<file path="src/hdl/pwsem_pkg.sv">
// shared types, codes and constants for the priority wake counting semaphore
package pwsem_pkg;

  // default number of task slots
  localparam int TASKS_DEF = 8;

  // fixed field widths
  localparam int COUNT_W  = 16;
  localparam int PRIO_W   = 8;
  localparam int TID_W    = 3;
  localparam int REQ_W    = 2;
  localparam int STATUS_W = 3;

  // register reset values
  localparam logic [COUNT_W-1:0] INIT_COUNT_RST = 16'd0;
  localparam logic [COUNT_W-1:0] MAX_COUNT_RST  = 16'd1;

  // waiter priority that give never picks
  localparam logic [PRIO_W-1:0] PRIO_NEVER = 8'hFF;

  // request codes
  localparam logic [REQ_W-1:0] REQ_TAKE   = 2'd0;
  localparam logic [REQ_W-1:0] REQ_GIVE   = 2'd1;
  localparam logic [REQ_W-1:0] REQ_RESUME = 2'd2;

  // result status codes
  localparam logic [STATUS_W-1:0] ST_GRANTED  = 3'd0;
  localparam logic [STATUS_W-1:0] ST_FAILED   = 3'd1;
  localparam logic [STATUS_W-1:0] ST_BLOCKED  = 3'd2;
  localparam logic [STATUS_W-1:0] ST_WOKEN    = 3'd3;
  localparam logic [STATUS_W-1:0] ST_RELEASED = 3'd4;

  // register indexes
  localparam logic REG_INITIAL_COUNT = 1'b0;
  localparam logic REG_MAX_COUNT     = 1'b1;

  // controller states
  typedef enum logic [1:0] {
    S_IDLE,
    S_SCAN,
    S_EXEC
  } state_t;

  // controller to datapath commands
  typedef struct packed {
    logic load;
    logic scan_step;
    logic exec;
  } cmd_t;

  // datapath to controller status
  typedef struct packed {
    logic in_give;
    logic scan_last;
  } sts_t;

endpackage

</file>
<file path="src/hdl/pwsem_ctrl.sv">
// controller state machine: sequences load, waiter scan and execute
module pwsem_ctrl import pwsem_pkg::*; (
  input  logic clk,
  input  logic rst,
  input  logic start,
  input  sts_t sts,
  output cmd_t cmd,
  output logic busy
);

  state_t state;
  state_t state_next;

  // state register
  always_ff @(posedge clk) begin
    if (rst) begin
      state <= S_IDLE;
    end else begin
      state <= state_next;
    end
  end

  // next state and commands
  always_comb begin
    state_next    = state;
    cmd.load      = 1'b0;
    cmd.scan_step = 1'b0;
    cmd.exec      = 1'b0;
    busy          = 1'b1;
    case (state)
      S_IDLE: begin
        busy = 1'b0;
        if (start) begin
          cmd.load   = 1'b1;
          state_next = sts.in_give ? S_SCAN : S_EXEC;
        end
      end
      S_SCAN: begin
        cmd.scan_step = 1'b1;
        if (sts.scan_last) begin
          state_next = S_EXEC;
        end
      end
      S_EXEC: begin
        cmd.exec   = 1'b1;
        state_next = S_IDLE;
      end
      default: begin
        state_next = S_IDLE;
      end
    endcase
  end

endmodule

</file>
<file path="src/hdl/pwsem_dpath.sv">
// datapath: permit count, blocked mask, waiter priorities, scan and result registers
module pwsem_dpath import pwsem_pkg::*; #(
  parameter int TASKS = TASKS_DEF
) (
  input  logic                clk,
  input  logic                rst,
  input  cmd_t                cmd,
  output sts_t                sts,
  // register values
  input  logic                cfg_init,
  input  logic [COUNT_W-1:0]  initial_count,
  input  logic [COUNT_W-1:0]  max_count,
  // request item
  input  logic [REQ_W-1:0]    req_type,
  input  logic [TID_W-1:0]    task_id,
  input  logic [PRIO_W-1:0]   task_priority,
  input  logic                wait_allowed,
  // result item
  output logic                done,
  output logic [STATUS_W-1:0] status,
  output logic                woken_valid,
  output logic [TID_W-1:0]    woken_task,
  output logic                switch_request,
  output logic [COUNT_W-1:0]  count_now
);

  localparam int IW = (TASKS > 1) ? $clog2(TASKS) : 1;

  // latched request
  logic [REQ_W-1:0]  req_q;
  logic [TID_W-1:0]  tid_q;
  logic [PRIO_W-1:0] prio_q;
  logic              wait_q;

  // semaphore state
  logic [COUNT_W-1:0] permit_count;
  logic [TASKS-1:0]   blocked_mask;
  logic [PRIO_W-1:0]  waiter_priority [TASKS];

  // scan state
  logic [IW-1:0]     scan_idx;
  logic [IW-1:0]     best_idx;
  logic [PRIO_W-1:0] best_prio;
  logic              found;

  logic          tid_ok;
  logic [IW-1:0] tid_idx;
  logic          tid_blocked;
  logic          scan_hit;

  assign tid_ok      = 32'(tid_q) < TASKS;
  assign tid_idx     = IW'(tid_q);
  assign tid_blocked = blocked_mask[tid_idx];
  assign scan_hit    = blocked_mask[scan_idx] && (waiter_priority[scan_idx] < best_prio);

  assign sts.in_give   = (req_type == REQ_GIVE);
  assign sts.scan_last = (scan_idx == IW'(TASKS - 1));

  // request capture
  always_ff @(posedge clk) begin
    if (cmd.load) begin
      req_q  <= req_type;
      tid_q  <= task_id;
      prio_q <= task_priority;
      wait_q <= wait_allowed;
    end
  end

  // waiter scan, one slot a cycle
  always_ff @(posedge clk) begin
    if (cmd.load) begin
      scan_idx  <= '0;
      best_idx  <= '0;
      best_prio <= PRIO_NEVER;
      found     <= 1'b0;
    end else if (cmd.scan_step) begin
      scan_idx <= scan_idx + IW'(1);
      if (scan_hit) begin
        best_idx  <= scan_idx;
        best_prio <= waiter_priority[scan_idx];
        found     <= 1'b1;
      end
    end
  end

  // waiter priority store, written when a task blocks
  always_ff @(posedge clk) begin
    if (cmd.exec && req_q == REQ_TAKE && permit_count == '0 && wait_q && tid_ok) begin
      waiter_priority[tid_idx] <= prio_q;
    end
  end

  // count, mask and result update
  always_ff @(posedge clk) begin
    if (rst) begin
      permit_count <= INIT_COUNT_RST;
      blocked_mask <= '0;
      done         <= 1'b0;
    end else if (cfg_init) begin
      permit_count <= initial_count;
      blocked_mask <= '0;
      done         <= 1'b0;
    end else begin
      done <= cmd.exec;
      if (cmd.exec) begin
        status         <= ST_FAILED;
        woken_valid    <= 1'b0;
        woken_task     <= '0;
        switch_request <= 1'b0;
        count_now      <= permit_count;
        case (req_q)
          REQ_TAKE: begin
            if (permit_count != '0) begin
              permit_count <= permit_count - COUNT_W'(1);
              count_now    <= permit_count - COUNT_W'(1);
              status       <= ST_GRANTED;
            end else if (wait_q && tid_ok) begin
              blocked_mask[tid_idx] <= 1'b1;
              status                <= ST_BLOCKED;
              switch_request        <= 1'b1;
            end
          end
          REQ_GIVE: begin
            if (found) begin
              blocked_mask[best_idx] <= 1'b0;
              status                 <= ST_WOKEN;
              woken_valid            <= 1'b1;
              woken_task             <= TID_W'(best_idx);
              switch_request         <= 1'b1;
            end else begin
              status <= ST_RELEASED;
              if (permit_count < max_count) begin
                permit_count <= permit_count + COUNT_W'(1);
                count_now    <= permit_count + COUNT_W'(1);
              end
            end
          end
          REQ_RESUME: begin
            if (tid_ok) begin
              if (tid_blocked) begin
                blocked_mask[tid_idx] <= 1'b0;
              end else begin
                status <= ST_GRANTED;
              end
            end
          end
          default: begin
            status <= ST_FAILED;
          end
        endcase
      end
    end
  end

endmodule

</file>
<file path="src/hdl/priority_wake_counting_semaphore.sv">
// top level: register port, controller and datapath of the semaphore
// sequence: take, resume and unused requests go from load to execute, and the result is registered;
//   a give first scans one task slot a cycle up to the last slot, then executes
// busy stays high until the execute state is done; no new item is taken before then
// the result strobe done lasts one cycle and the receiver cannot stall
// reset: count 0, no blocked tasks, initial_count 0, max_count 1; waiter priorities
//   hold no value until a task blocks; writing initial_count reloads the count
module priority_wake_counting_semaphore import pwsem_pkg::*; #(
  parameter int TASKS = TASKS_DEF
) (
  input  logic                clk,
  input  logic                rst,
  // register port
  input  logic                psel,
  input  logic                penable,
  input  logic                pwrite,
  input  logic [2:0]          paddr,
  input  logic [31:0]         pwdata,
  output logic [31:0]         prdata,
  output logic                pready,
  // request item
  input  logic                start,
  output logic                busy,
  input  logic [REQ_W-1:0]    req_type,
  input  logic [TID_W-1:0]    task_id,
  input  logic [PRIO_W-1:0]   task_priority,
  input  logic                wait_allowed,
  // result item
  output logic                done,
  output logic [STATUS_W-1:0] status,
  output logic                woken_valid,
  output logic [TID_W-1:0]    woken_task,
  output logic                switch_request,
  output logic [COUNT_W-1:0]  count_now
);

  logic [COUNT_W-1:0] initial_count;
  logic [COUNT_W-1:0] max_count;
  logic               wr_en;
  logic               cfg_init;
  cmd_t               cmd;
  sts_t               sts;

  assign pready   = 1'b1;
  assign wr_en    = psel && penable && pwrite && pready;
  assign cfg_init = wr_en && (paddr[2] == REG_INITIAL_COUNT);

  // configuration registers
  always_ff @(posedge clk) begin
    if (rst) begin
      initial_count <= INIT_COUNT_RST;
      max_count     <= MAX_COUNT_RST;
    end else if (wr_en) begin
      case (paddr[2])
        REG_INITIAL_COUNT: initial_count <= pwdata[COUNT_W-1:0];
        REG_MAX_COUNT:     max_count     <= pwdata[COUNT_W-1:0];
        default: begin
        end
      endcase
    end
  end

  // register readback
  always_comb begin
    case (paddr[2])
      REG_INITIAL_COUNT: prdata = 32'(initial_count);
      REG_MAX_COUNT:     prdata = 32'(max_count);
      default:           prdata = '0;
    endcase
  end

  pwsem_ctrl u_ctrl (
    .clk   (clk),
    .rst   (rst),
    .start (start),
    .sts   (sts),
    .cmd   (cmd),
    .busy  (busy)
  );

  pwsem_dpath #(
    .TASKS (TASKS)
  ) u_dpath (
    .clk            (clk),
    .rst            (rst),
    .cmd            (cmd),
    .sts            (sts),
    .cfg_init       (cfg_init),
    .initial_count  (pwdata[COUNT_W-1:0]),
    .max_count      (max_count),
    .req_type       (req_type),
    .task_id        (task_id),
    .task_priority  (task_priority),
    .wait_allowed   (wait_allowed),
    .done           (done),
    .status         (status),
    .woken_valid    (woken_valid),
    .woken_task     (woken_task),
    .switch_request (switch_request),
    .count_now      (count_now)
  );

endmodule
</file>
<file path="config.mk">
export PLATFORM = sky130hd
export DESIGN_NAME = priority_wake_counting_semaphore
export DESIGN_NICKNAME = d
export VERILOG_FILES = /design/src/hdl/pwsem_pkg.sv /design/src/hdl/pwsem_ctrl.sv /design/src/hdl/pwsem_dpath.sv /design/src/hdl/priority_wake_counting_semaphore.sv
export SDC_FILE = /design/constraint.sdc
export NUM_CORES = 1
export LEC_CHECK = 0
export BUFFER_PORTS_ARGS = -buffer_cell sky130_fd_sc_hd__clkbuf_2
export CAP_MARGIN = 30
export CELL_PAD_IN_SITES_DETAIL_PLACEMENT = 2
export CELL_PAD_IN_SITES_GLOBAL_PLACEMENT = 2
export CORE_MARGIN = 2
export CORE_UTILIZATION = 30
export DETAILED_ROUTE_END_ITERATION = 16
export PLACE_DENSITY_LB_ADDON = 0.25
export SETUP_SLACK_MARGIN = 0.5
export SKIP_CTS_REPAIR_TIMING = 1
export SLEW_MARGIN = 20
export SYNTH_ARGS = -nofsm -noshare
export SYNTH_HDL_FRONTEND = slang
export SYNTH_SLANG_ARGS = --single-unit
</file>
<file path="constraint.sdc">
create_clock -name clk -period 3.59 [get_ports clk]
set_input_delay 0.359 -clock clk [delete_from_list [all_inputs] [get_ports clk]]
set_output_delay 0.359 -clock clk [all_outputs]
set_load 0.005 [all_outputs]
</file>
==> results.txt, run 1 <==
- The flow ran to the end, and the final reports show no timing, DRC or antenna violations.
- Pin count of the biggest net entering global routing: 46
- The congestion estimate from routability-driven global placement came to 0.8154.
- Summed instance area of the synthesized netlist: 0.009041 mm^2
- Among all cell types in the netlist, the one instantiated most often is nand2_1.
- Complex-gate fraction of the synthesized area: 0.1571
- Number of placement rows: 63
- Shortest period the worst path allows: approximately 3 ns
- CTS buffer count: 17
* Library cell with the largest summed area after synthesis: edfxtp_1
* Critical Path AT: 3.38 ns
* Initial standard-cell utilization of the core: 0.3050
- DRT antenna net count: 0
- Of the total synthesized cell area, the portion taken by XOR and XNOR cells is 0.003875.
* Die H: approximately 180 um
* Wire per inst: 21.94 um
- Setup repair after global routing left no endpoint under its margin.
- Worst skew pair latency: roughly 0.45 ns
* Relative area change from synthesis to final layout: 19.53%
- DRC Markers: 0
- STA classifies the critical path endpoint as a flop.
- Number of instances in the synthesized netlist: 885
- CTS clock-pin slew for the worst setup and hold paths: 0.08 ns
- Number of warnings printed during yosys synthesis: 0
* Global Route Usage Sum: 0.1937
* Die Wd: 177.6 um
- Proportion of synthesized area in mux cells: 0.08566
* Max Cap Violations: 0
- Across the VDD grid, the largest voltage drop is 0.2964 mV.
* Min-Delay Startpoint: task_priority[1]
- Die area: approximately 0.032 mm^2
* Sum Neg Setup Slack: 0 ns
* Largest cells by area after synthesis: edfxtp_1 (34%), dfxtp_1 (17%), nand2_1 (4.6%)
- For this run, the leading register cell type out of synthesis is edfxtp_1.
* Cell leakage power: 4.093 nW
- Global route total overflow: 0
- The clock tree synthesis step divided the H-tree into 4 levels.
- Maximum count of clock buffers along a single path: 2
* Critical Path Start Type: flop
* Most used standard cells in the synthesized netlist: nand2_1 (110), edfxtp_1 (102), dfxtp_1 (77), nor2_1 (74), a21oi_1 (64)
* Combinational family with the most area after synthesis: compound AO/OA/AOI/OAI gates
* Wire length after detailed routing: about 30 mm
- Based on the critical path, the design can be clocked at up to ~0.33 GHz.
- 0 antenna diodes ended up in the layout.
* Distinct cells, synth: 68
* Number of hold-slack violations in the final timing report: 0
- Transition time of the tightest slew-check pin: ~0.8 ns
* Post-synthesis register bit count: 179
- The final layout contains 1067 nets.
* Number of global-route vias before repair: 7613
- After floorplanning, the core was sized to cover just under 0.03 mm^2.
- Averaged over all synthesized cells, the footprint is 10.22 um^2.
* CTS root buf: clkbuf_16
- Worst min-delay path class: input pin to flop
* Io pins: 114
- The worst pin sits at a relative slew slack of 0.4675.
- Detailed-route vias per instance: 5.289
* Violation count after the first detailed-route iteration: 361
* Power Density: 471.6 mW/mm^2
- Fraction of the yosys area taken by sequential cells: 0.5093
- Critical Setup Path Class: flop to flop
- The first detailed-routing pass took 6 iterations.
- Basic-gate share of the synthesized area counting and, or, nand and nor cells: 0.1425
* Count of vias placed by the detailed router: 7325
- Worst setup skew after layout: 0.02113 ns
- Ratio of final minimum period to clock period: 0.8558
- The max-slew violation count was 0.
* Initial antenna violation count: 0
- Detailed placement ended at an HPWL of 21.02 mm.
- CP Data Required Time: 3.90 ns
- The share of synthesized area in the top cell type comes to 0.3388.
* TritonCTS clock tree: yes
* Number of setup violations in the final report: 0
- In this run the worst path has a maximum fanout of 8.
* Wire length of the first global-routing pass: 46.13 mm
- Async S/R FF share, synth: 0
* Share of layout cells above drive strength 1: 0.2312
* Number of flops mapped to enable cells by yosys: 102
* CTS sink cnt: 179
* Share of synthesized cell area in full adder, half adder and majority cells: 0.04152
- In this run the tool buffered the top-level ports with 78 buffer cells.
- At the end of the flow the core is filled with cells to 0.3646.
layout make-up:
class,instances,area (um^2)
Clock buffer,17,425.4
Clock inverter,15,219.0
Fill cell,3279,18830
Inverter,47,176.4
Multi-Input combinational cell,599,4008
Sequential cell,179,4608
Tap cell,390,488.0
Timing Repair Buffer,138,882.1
power by group:
group	switching [W]	internal (W)
sequential	0.0000649	0.00222
clock	0.000979	0.00109
combinational	0.000461	0.000280
path summary, 6_finish.rpt:
kind / endpoint / slack [ns] / depth (start not counted)
max: u_dpath.best_prio[7] / 0.52 / 11
max reg2reg: u_dpath.best_prio[7] / 0.52 / 11
min: u_dpath.prio_q[1] / 0.09 / 1
min reg2reg: initial_count[12] / 0.46 / 2
sequential cells by signal, summed over array words and instances (netlist names), named ones only:
signal	cells
u_dpath.waiter_priority	64
initial_count	16
max_count	16
u_dpath.count_now	16
u_dpath.permit_count	16
u_dpath.best_prio	8
u_dpath.blocked_mask	8
u_dpath.prio_q	8
u_dpath.best_idx	3
u_dpath.scan_idx	3
u_dpath.status	3
u_dpath.tid_idx	3
u_dpath.woken_task	3
u_ctrl.state	2
u_dpath.req_q	2
u_dpath.done	1
u_dpath.found	1
u_dpath.switch_request	1
u_dpath.wait_q	1
u_dpath.woken_valid	1
routing by layer:
metal / track usage / up-vias / share of wire
li1: - / 3409 / -
met3: 0.02656 / 16 / 0.033
met4: 0.03552 / 0 / 0.0079
met2: 0.3148 / 145 / 0.47
met1: 0.2767 / 3755 / 0.49
met5: 0 / - / 0
logic make-up after synthesis:
family	Yosys count
xor+xnor	4
compound gates	215
other cells	2
flops	179
fa+ha+maj	30
simple gates	281
buf+inv	122
mux	52
worst max-delay path: stages (launching register included):
cell,delay [ns]
dfxtp_4,0.39
buf_12,0.14
mux4_2,0.51
mux2_2,0.32
ha_1,0.34
a21oi_2,0.14
o22ai_1,0.10
nor4b_2,0.45
o31ai_4,0.21
buf_4,0.21
nor2_1,0.09
a31oi_1,0.05
per-stage QoR:
step / hold WS [ns] / power, W / worst slack, ns / std cells / area, um^2
2_1_floorplan: 0.4338 / 0.002748 / 0.5145 / 900 / 9100
3_3_place_gp: 0.4391 / 0.003004 / 0.5216 / 1342 / 9995
3_5_place_dp: 0.4493 / 0.003018 / 0.4653 / 1342 / 9995
4_1_cts: 0.07326 / 0.005104 / 0.4447 / 1374 / 10640
5_1_grt: 0.06601 / 0.005301 / 0.3348 / 1385 / 10810
6_report: 0.08776 / 0.005097 / 0.5176 / 1385 / 10810
cells in the final DEF, fill, tap and decap left out, types with 8 or more instances in the layout:
| cell | netlist | final |
|---|---|---|
| inv_1 | 45 | 45 |
| edfxtp_1 | 102 | 102 |
| nor2_1 | 74 | 71 |
| clkbuf_16 | 0 | 18 |
| o21ai_0 | 36 | 36 |
| o21a_1 | 8 | 8 |
| clkbuf_2 | 0 | 78 |
| nor3_1 | 21 | 21 |
| ha_1 | 30 | 30 |
| dfxtp_1 | 77 | 76 |
| conb_1 | 2 | 17 |
| nand3_1 | 22 | 21 |
| a21o_1 | 8 | 8 |
| a21oi_1 | 64 | 62 |
| mux2i_1 | 11 | 11 |
| a31oi_1 | 21 | 21 |
| buf_4 | 18 | 56 |
| mux2_2 | 23 | 23 |
| and3_1 | 10 | 10 |
| nand2_1 | 110 | 110 |
| mux4_2 | 18 | 18 |
| nor4_1 | 8 | 8 |
No activity file was read; power rests on OpenSTA's default activity.
==> inputs of run 2 (changes only) <==
CTS_CLUSTER_DIAMETER = 80   (was not set)
RECOVER_POWER = 50   (was not set)
==> run 2 against run 1 <==
The run now ends with max-capacitance violations, max-slew violations left. Die area unchanged. Clock skew is 0.00057 ns higher. Count of clock-buffer cells in the layout did not move. Total power about the same. Wire length decreased by 0.13%. Design area down 0.43%. Non-clock buffer count unchanged. Critical path type unchanged. Largest power group unchanged. Highest routed layer unchanged.
==> results.txt, run 2 (synthesis gave the netlist of run 1 again) <==
* Status: finished with violations
- Failing checks: max-capacitance violations, max-slew violations
* Initial standard-cell utilization of the core: 0.3050 (unchanged)
* Min-Delay Startpoint: task_priority[1]
- The slowest stage of the critical path belongs to the cell mux4_2.
- The number of standard-cell rows in the floorplan is 63 (unchanged).
- Flip-flop count of the largest register, all copies and words added: 64 (unchanged)
- Most frequent standard cell in the layout excluding fill and tap cells: nand2_1
- Ratio of final minimum period to clock period: 0.8566 (about the same)
* Violation count after the first detailed-route iteration: 346 (-4.2%)
- Global Route Usage Sum: 0.1937 (unchanged)
* DRC Markers: 0 (unchanged)
- The post-detailed-route count of antenna-violating nets is 0 (unchanged).
* Worst skew pair latency: 0.45 ns (about the same)
- The number of cells on the worst hold path was 1 (unchanged).
- Register with the highest flop count: u_dpath.waiter_priority
* Routability cong.: 0.8154 (unchanged)
- The leakage component of the power came to 4.004 nW (-2.2%).
- Number of antenna repair diodes: 0 (unchanged)
- Total iterations of the first detailed-routing run: 4 (-2)
* Die H: 177.6 um (unchanged)
- The count of input and output buffers came to 78 (unchanged).
* Deepest level of the CTS H-tree: 4 (unchanged)
- Number of global-route vias before repair: 7613 (unchanged)
- Global route total overflow: 0 (unchanged)
* Transition time of the tightest slew-check pin: 1.758 ns (+0.9616 ns)
- R2R setup slack: 0.51 ns (about the same)
- Wire per inst: 21.91 um (-0.13%)
- Detailed-route vias per instance: 5.281 (-0.15%)
- Initial antenna violation count: 0 (unchanged)
- Power Density: 473.3 mW/mm^2 (+0.35%)
- Slew HR: -0.1720 (-0.6395)
- Max Cap Violations: 1 (+1)
* Worst min-delay path class: input pin to flop
- CTS root buf: clkbuf_16
- The chip width came to 177.6 um (unchanged).
- Worst-case vdd ir drop: 0.2954 mV (-0.33%)
- Crit path largest cell delay: 0.51 ns (about the same)
- The clock transition time at the flip-flop clock pins of the worst setup and hold paths is 0.08 ns (about the same).
* Worst setup skew after layout: 0.02169 ns (+0.0005668 ns)
- Final nets: 1067 (unchanged)
- Post-detail-place hpwl: 21.02 mm (unchanged)
* Placed Cells incl. Taps: 1342 (unchanged)
- The overall via count from detail_route was 7314 (-0.15%).
- STA classifies the critical path startpoint as a flop.
* CTS buffer count: 17 (unchanged)
* Wire length of the first global-routing pass: 46.13 mm (unchanged)
* Maximum count of clock buffers along a single path: 2 (unchanged)
- The max-slew violation count is 37 (+37).
- Critical Path AT: 3.39 ns (about the same)
- The cell depth of the worst flop-to-flop path was 11 (unchanged).
- The non-filler instance count after layout came to 1385 (unchanged).
- Sum Neg Setup Slack: 0 ns (unchanged)
- The critical path data required time is 3.90 ns (about the same).
* Relative area change from synthesis to final layout: 19.01%
- TritonCTS clock tree: yes
* Core area: 0.02964 mm^2 (unchanged)
- Number of buffer and inverter stages on the critical path: 2 (unchanged)
- The worst setup path is of the flop to flop kind.
* Element type at the critical path end: flop
- Setup repair after global routing left no endpoint under its margin.
* Terminus of the critical flop-to-flop path: u_dpath.best_idx[0]
* Shortest period the worst path allows: 3.075 ns (+0.002724 ns)
- Maximum operating frequency: 0.3252 GHz (about the same)
- Area post-placement: 0.009995 mm^2 (unchanged)
- The count of boundary I/O pins came to 114 (unchanged).
* Share of layout cells above drive strength 1: 0.1980 (-0.03317)
* Number of hold-slack violations in the final timing report: 0 (unchanged)
- Ordered list of cells on the worst path: buf_12 > mux4_2 > mux2_2 > ha_1 > a21oi_2 > o22ai_1 > nor4b_2 > o31ai_4 > buf_6 > nand3_1 > o21ai_0
- CTS sink cnt: 179 (unchanged)
- The final count of negative-setup-slack endpoints came to 0 (unchanged).
- Worst-path maximum fanout: 9 (+1)
* Wire length after detailed routing: 30.34 mm (-0.13%)
* Dominant delay contributor by cell family on the critical path: multiplexers
- Pin count of the biggest net entering global routing: 46 (unchanged)
- For hold timing, the worst endpoint is u_dpath.prio_q[1].
- Leaving out fill and tap cells, the most frequent cells in the layout are nand2_1 (110), edfxtp_1 (102), dfxtp_1 (76).
* Die area: 0.03154 mm^2 (unchanged)
* Worst hold slack after final layout: 0.08866 ns (+0.0009064 ns)
- The final instance area was 0.01076 mm^2 (-0.43%).
[run 2: cell types whose count changed in the layout (fill, tap and decap cells not counted)]
cell and delta:
mux2_2 -3, mux2_1 +3, clkbuf_2 -26, clkbuf_1 +29, buf_4 -3, nor2_1 +1
nor2_2 -1
[run 2: layout make-up]
class	instances	area [um^2]
clock inverter	15	219.0
tap	390	488.0
multi-input combinational	599	4005
timing repair buffer	138	838.3
fill	3292	18880
clock buffer	17	425.4
sequential	179	4608
inverter	47	176.4
[run 2: worst max path at each step]
stage,start,endpoint,slack (ns),cells after the start
final,flop,u_dpath.best_idx[0],0.51,11
after CTS,flop,u_dpath.best_idx[0],0.44,11
after global placement,flop,u_dpath.best_idx[0],0.52,11
after global routing,flop,u_dpath.best_prio[7],0.33,11
after floorplan,flop,u_dpath.best_prio[0],0.51,11
after detailed placement,flop,u_dpath.best_idx[0],0.47,11
[run 2: through the flow]
stage | power [W] | util | setup WS [ns]
floorplan | 0.002748 | - | 0.5145
global placement | 0.003004 | 0.3372 | 0.5216
detailed placement | 0.003018 | 0.3372 | 0.4653
CTS | 0.005104 | 0.3590 | 0.4447
global route | 0.005297 | 0.3631 | 0.3348
finish | 0.005093 | 0.3631 | 0.5148
[run 2: power breakdown]
group	internal, W	switching (W)
Combinational	0.000276	0.000460
Sequential	0.00222	0.0000644
Clock	0.00109	0.000980
[run 2: layer usage]
| layer | track usage | vias to the layer above | wire [um] |
|---|---|---|---|
| li1 | - | 3412 | - |
| met1 | 0.2767 | 3754 | 14820 |
| met4 | 0.03552 | 0 | 276 |
| met2 | 0.3148 | 129 | 14240 |
| met5 | 0 | - | 0 |
| met3 | 0.02656 | 19 | 999 |
[run 2: worst register-to-register path, cell delays in order, from the launching register on]
cell and delay (ns):
dfxtp_4 0.39, buf_12 0.14, mux4_2 0.51, mux2_2 0.32, ha_1 0.34, a21oi_2 0.14
o22ai_1 0.10, nor4b_2 0.45, o31ai_4 0.21, buf_6 0.18, nand3_1 0.07, o21ai_0 0.10
==> inputs of run 3 (changes only) <==
clock period = 2.8 ns   (was 3.59 ns; I/O delays follow)
==> run 3 against run 2 <==
The flow now finishes without violations. Maximum frequency rose by 11%. Largest cell class is now multi-input combinational cells. Count of clock-buffer cells in the layout is 2 higher. Via count increased by 4.6%. Critical path depth increased by 1. Core utilization grew 5.6 points. Setup slack worse by 0.48 ns. Cell count grew 4.1%. Largest power group unchanged. Clock skew decreased by 0.0060 ns. Register-to-register slack worse by 0.48 ns. Combinational power increased by 110%. Sequential power up 28%.
==> results.txt, run 3 (synthesis gave the netlist of run 1 again) <==
- Number of pins with negative max-slew slack in the final report: 0 (-100%)
- The detailed-route wire length per cell is 22.86 um (+4.3%).
* Dominant delay contributor by cell family on the critical path: multiplexers
- Number of antenna repair diodes: 0 (unchanged)
* CTS clock-pin slew for the worst setup and hold paths: 0.08 ns (about the same)
- Transition time of the tightest slew-check pin: 1.398 ns (-0.3597 ns)
- Max Cap Violations: 0 (-1)
- The clock latency reported for the late side of the worst-skew pair is 0.45 ns (about the same).
- The non-filler instance count after layout was 1442 (+4.1%).
- CTS sink cnt: 179 (unchanged)
- The time the final worst path needs with I/O delays and setup is 2.765 ns (-0.3102 ns).
- Wire length after detailed routing: 32.96 mm (+8.6%)
- Count of vias placed by the detailed router: 7648 (+4.6%)
* TritonCTS clock tree: yes
* Post-detail-place hpwl: 21.96 mm (+4.5%)
- Flip-flop count of the largest register, all copies and words added: 64 (unchanged)
- The final global-route overflow total came to 0 (unchanged).
- Detailed-route vias per instance: 5.304 (+0.43%)
- Footprint of the multi-input gates: 0.005056 mm^2 (+26%)
* Status: complete, no violations
- The fraction of layout instances using a drive strength above 1 is 0.3878 (+0.1898).
* Worst slack, placed: 0.03663 ns (-0.4287 ns)
- Worst min-delay path class: input pin to flop
* Worst-case vdd ir drop: 0.4837 mV (+64%)
- The delay contributed by the slowest stage of the critical path came to 0.53 ns (+0.02 ns).
- The final estimated routing congestion in global placement is 0.8219 (+0.80%).
- Worst-path maximum fanout: 8 (-1)
* Wire length of the first global-routing pass: 46.15 mm (about the same)
- Most used cells in the layout excluding fill and tap cells: nand2_1 (105), edfxtp_1 (102), buf_4 (67)
- The relative slew slack was 0.06780 (+0.2398).
- The total routing resource utilization after global routing was 0.1953 (+0.001608).
* Number of input and output port buffers inserted: 78 (unchanged)
* Maximum count of clock buffers along a single path: 2 (unchanged)
- Most frequent standard cell in the layout excluding fill and tap cells: nand2_1
* Initial antenna violation count: 0 (unchanged)
- Total Power: 0.006827 W (+34%)
- The post-placement cell count came to 1373 (+2.3%).
- The power per standard cell area was 549.0 mW/mm^2 (+16%).
* Number of setup violations in the final report: 0 (unchanged)
* Core area: 0.02964 mm^2 (unchanged)
- Register cell area after layout: 0.004633 mm^2 (+0.54%)
- The critical path is of the flop to flop type.
- CTS buffer count: 17 (unchanged)
- Pin count of the biggest net entering global routing: 46 (unchanged)
* DRT antenna net count: 0 (unchanged)
- Number of hold-slack violations in the final timing report: 0 (unchanged)
* Number of buffer and inverter stages on the critical path: 3 (+1)
* Die Wd: 177.6 um (unchanged)
* Element type at the critical path end: flop
* Final nets: 1124 (+5.3%)
- Initial standard-cell utilization of the core: 0.3050 (unchanged)
- Cell leakage power: 4.491 nW (+12%)
- The timing-limited maximum frequency came to 0.3617 GHz (+11%).
* Worst hold slack after final layout: 0.01655 ns (-0.07211 ns)
- The slowest stage of the critical path is the mux4_2 cell.
- Relative to the synthesized area, the layout overhead comes to 37.53%.
* CTS root buf: clkbuf_16
* Fill count: 3143 (-4.5%)
- The arrival time reported for the critical path endpoint was 3.11 ns (-0.28 ns).
* Final setup margin: 0.03502 ns (-0.4798 ns)
- The count of boundary I/O pins is 114 (unchanged).
* Critical Path Start Type: flop
- The total negative slack for setup checks came to 0 ns (unchanged).
- The signal on the critical path passes through buf_12 > mux4_2 > mux2_4 > ha_2 > a21oi_4 > o22ai_2 > nor4b_4 > o31ai_4 > buf_6 > buf_8 > nand3_2 > o21ai_1.
* Ratio of final minimum period to clock period: 0.9875 (+0.1309)
* Deepest level of the CTS H-tree: 4 (unchanged)
- The initial DRC count came to 443 (+28%).
- Number of placement rows: 63 (unchanged)
* Unrepaired setup endpoints after global routing: true
* CP Data Required Time: 3.14 ns (-0.76 ns)
* Die H: 177.6 um (unchanged)
- Total iterations of the first detailed-routing run: 4 (unchanged)
- The worst clock skew is 0.01574 ns (-0.005952 ns).
* Die area: 0.03154 mm^2 (unchanged)
- Number of global-route vias before repair: 7798 (+2.4%)
* DRC Markers: 0 (unchanged)
- Register with the highest flop count: u_dpath.waiter_priority
[run 3: cell types whose count changed in the layout (fill, tap and decap cells not counted), sizes merged]
cell,previous run,this run
clkinv,5,9
bufinv,2,0
clkinvlp,0,2
clkbuf,99,105
dlygate4sd3,0,6
inv,55,49
buf,56,103
[run 3: stage by stage]
step	instance area [um^2]	utilization
floorplan	9452	-
global placement	10540	0.3555
detailed placement	10540	0.3555
CTS	11120	0.3753
global route	12430	0.4195
finish	12430	0.4195
[run 3: metal layers]
| metal | track usage | share of wire | up-vias |
|---|---|---|---|
| met4 | 0.05567 | 0.013 | 0 |
| met2 | 0.3146 | 0.49 | 160 |
| met1 | 0.2693 | 0.46 | 3938 |
| met3 | 0.03320 | 0.038 | 26 |
| met5 | 0 | 0 | - |
| li1 | - | - | 3524 |
[run 3: report_power, final]
group	switching (W)	internal, W
clock network	0.00116	0.00124
logic	0.000858	0.000647
registers	0.0000719	0.00285
total	0.00209	0.00474
[run 3: worst paths after layout]
kind | cells after the start | slack [ns] | endpoint | start
setup reg to reg | 12 | 0.04 | u_dpath.best_idx[2] | flop
hold reg to reg | 2 | 0.46 | initial_count[11] | initial_count[11]
setup / recovery | 12 | 0.04 | u_dpath.best_idx[2] | flop
hold / removal | 1 | 0.02 | u_dpath.prio_q[7] | task_priority[7]
[run 3: layout make-up]
cell class | count | share of cell area
Tap cell | 390 | 0.03924
Multi-Input combinational cell | 599 | 0.4066
Clock buffer | 19 | 0.03733
Timing Repair Buffer | 195 | 0.1191
Inverter | 47 | 0.01519
Clock inverter | 13 | 0.009861
Sequential cell | 179 | 0.3726
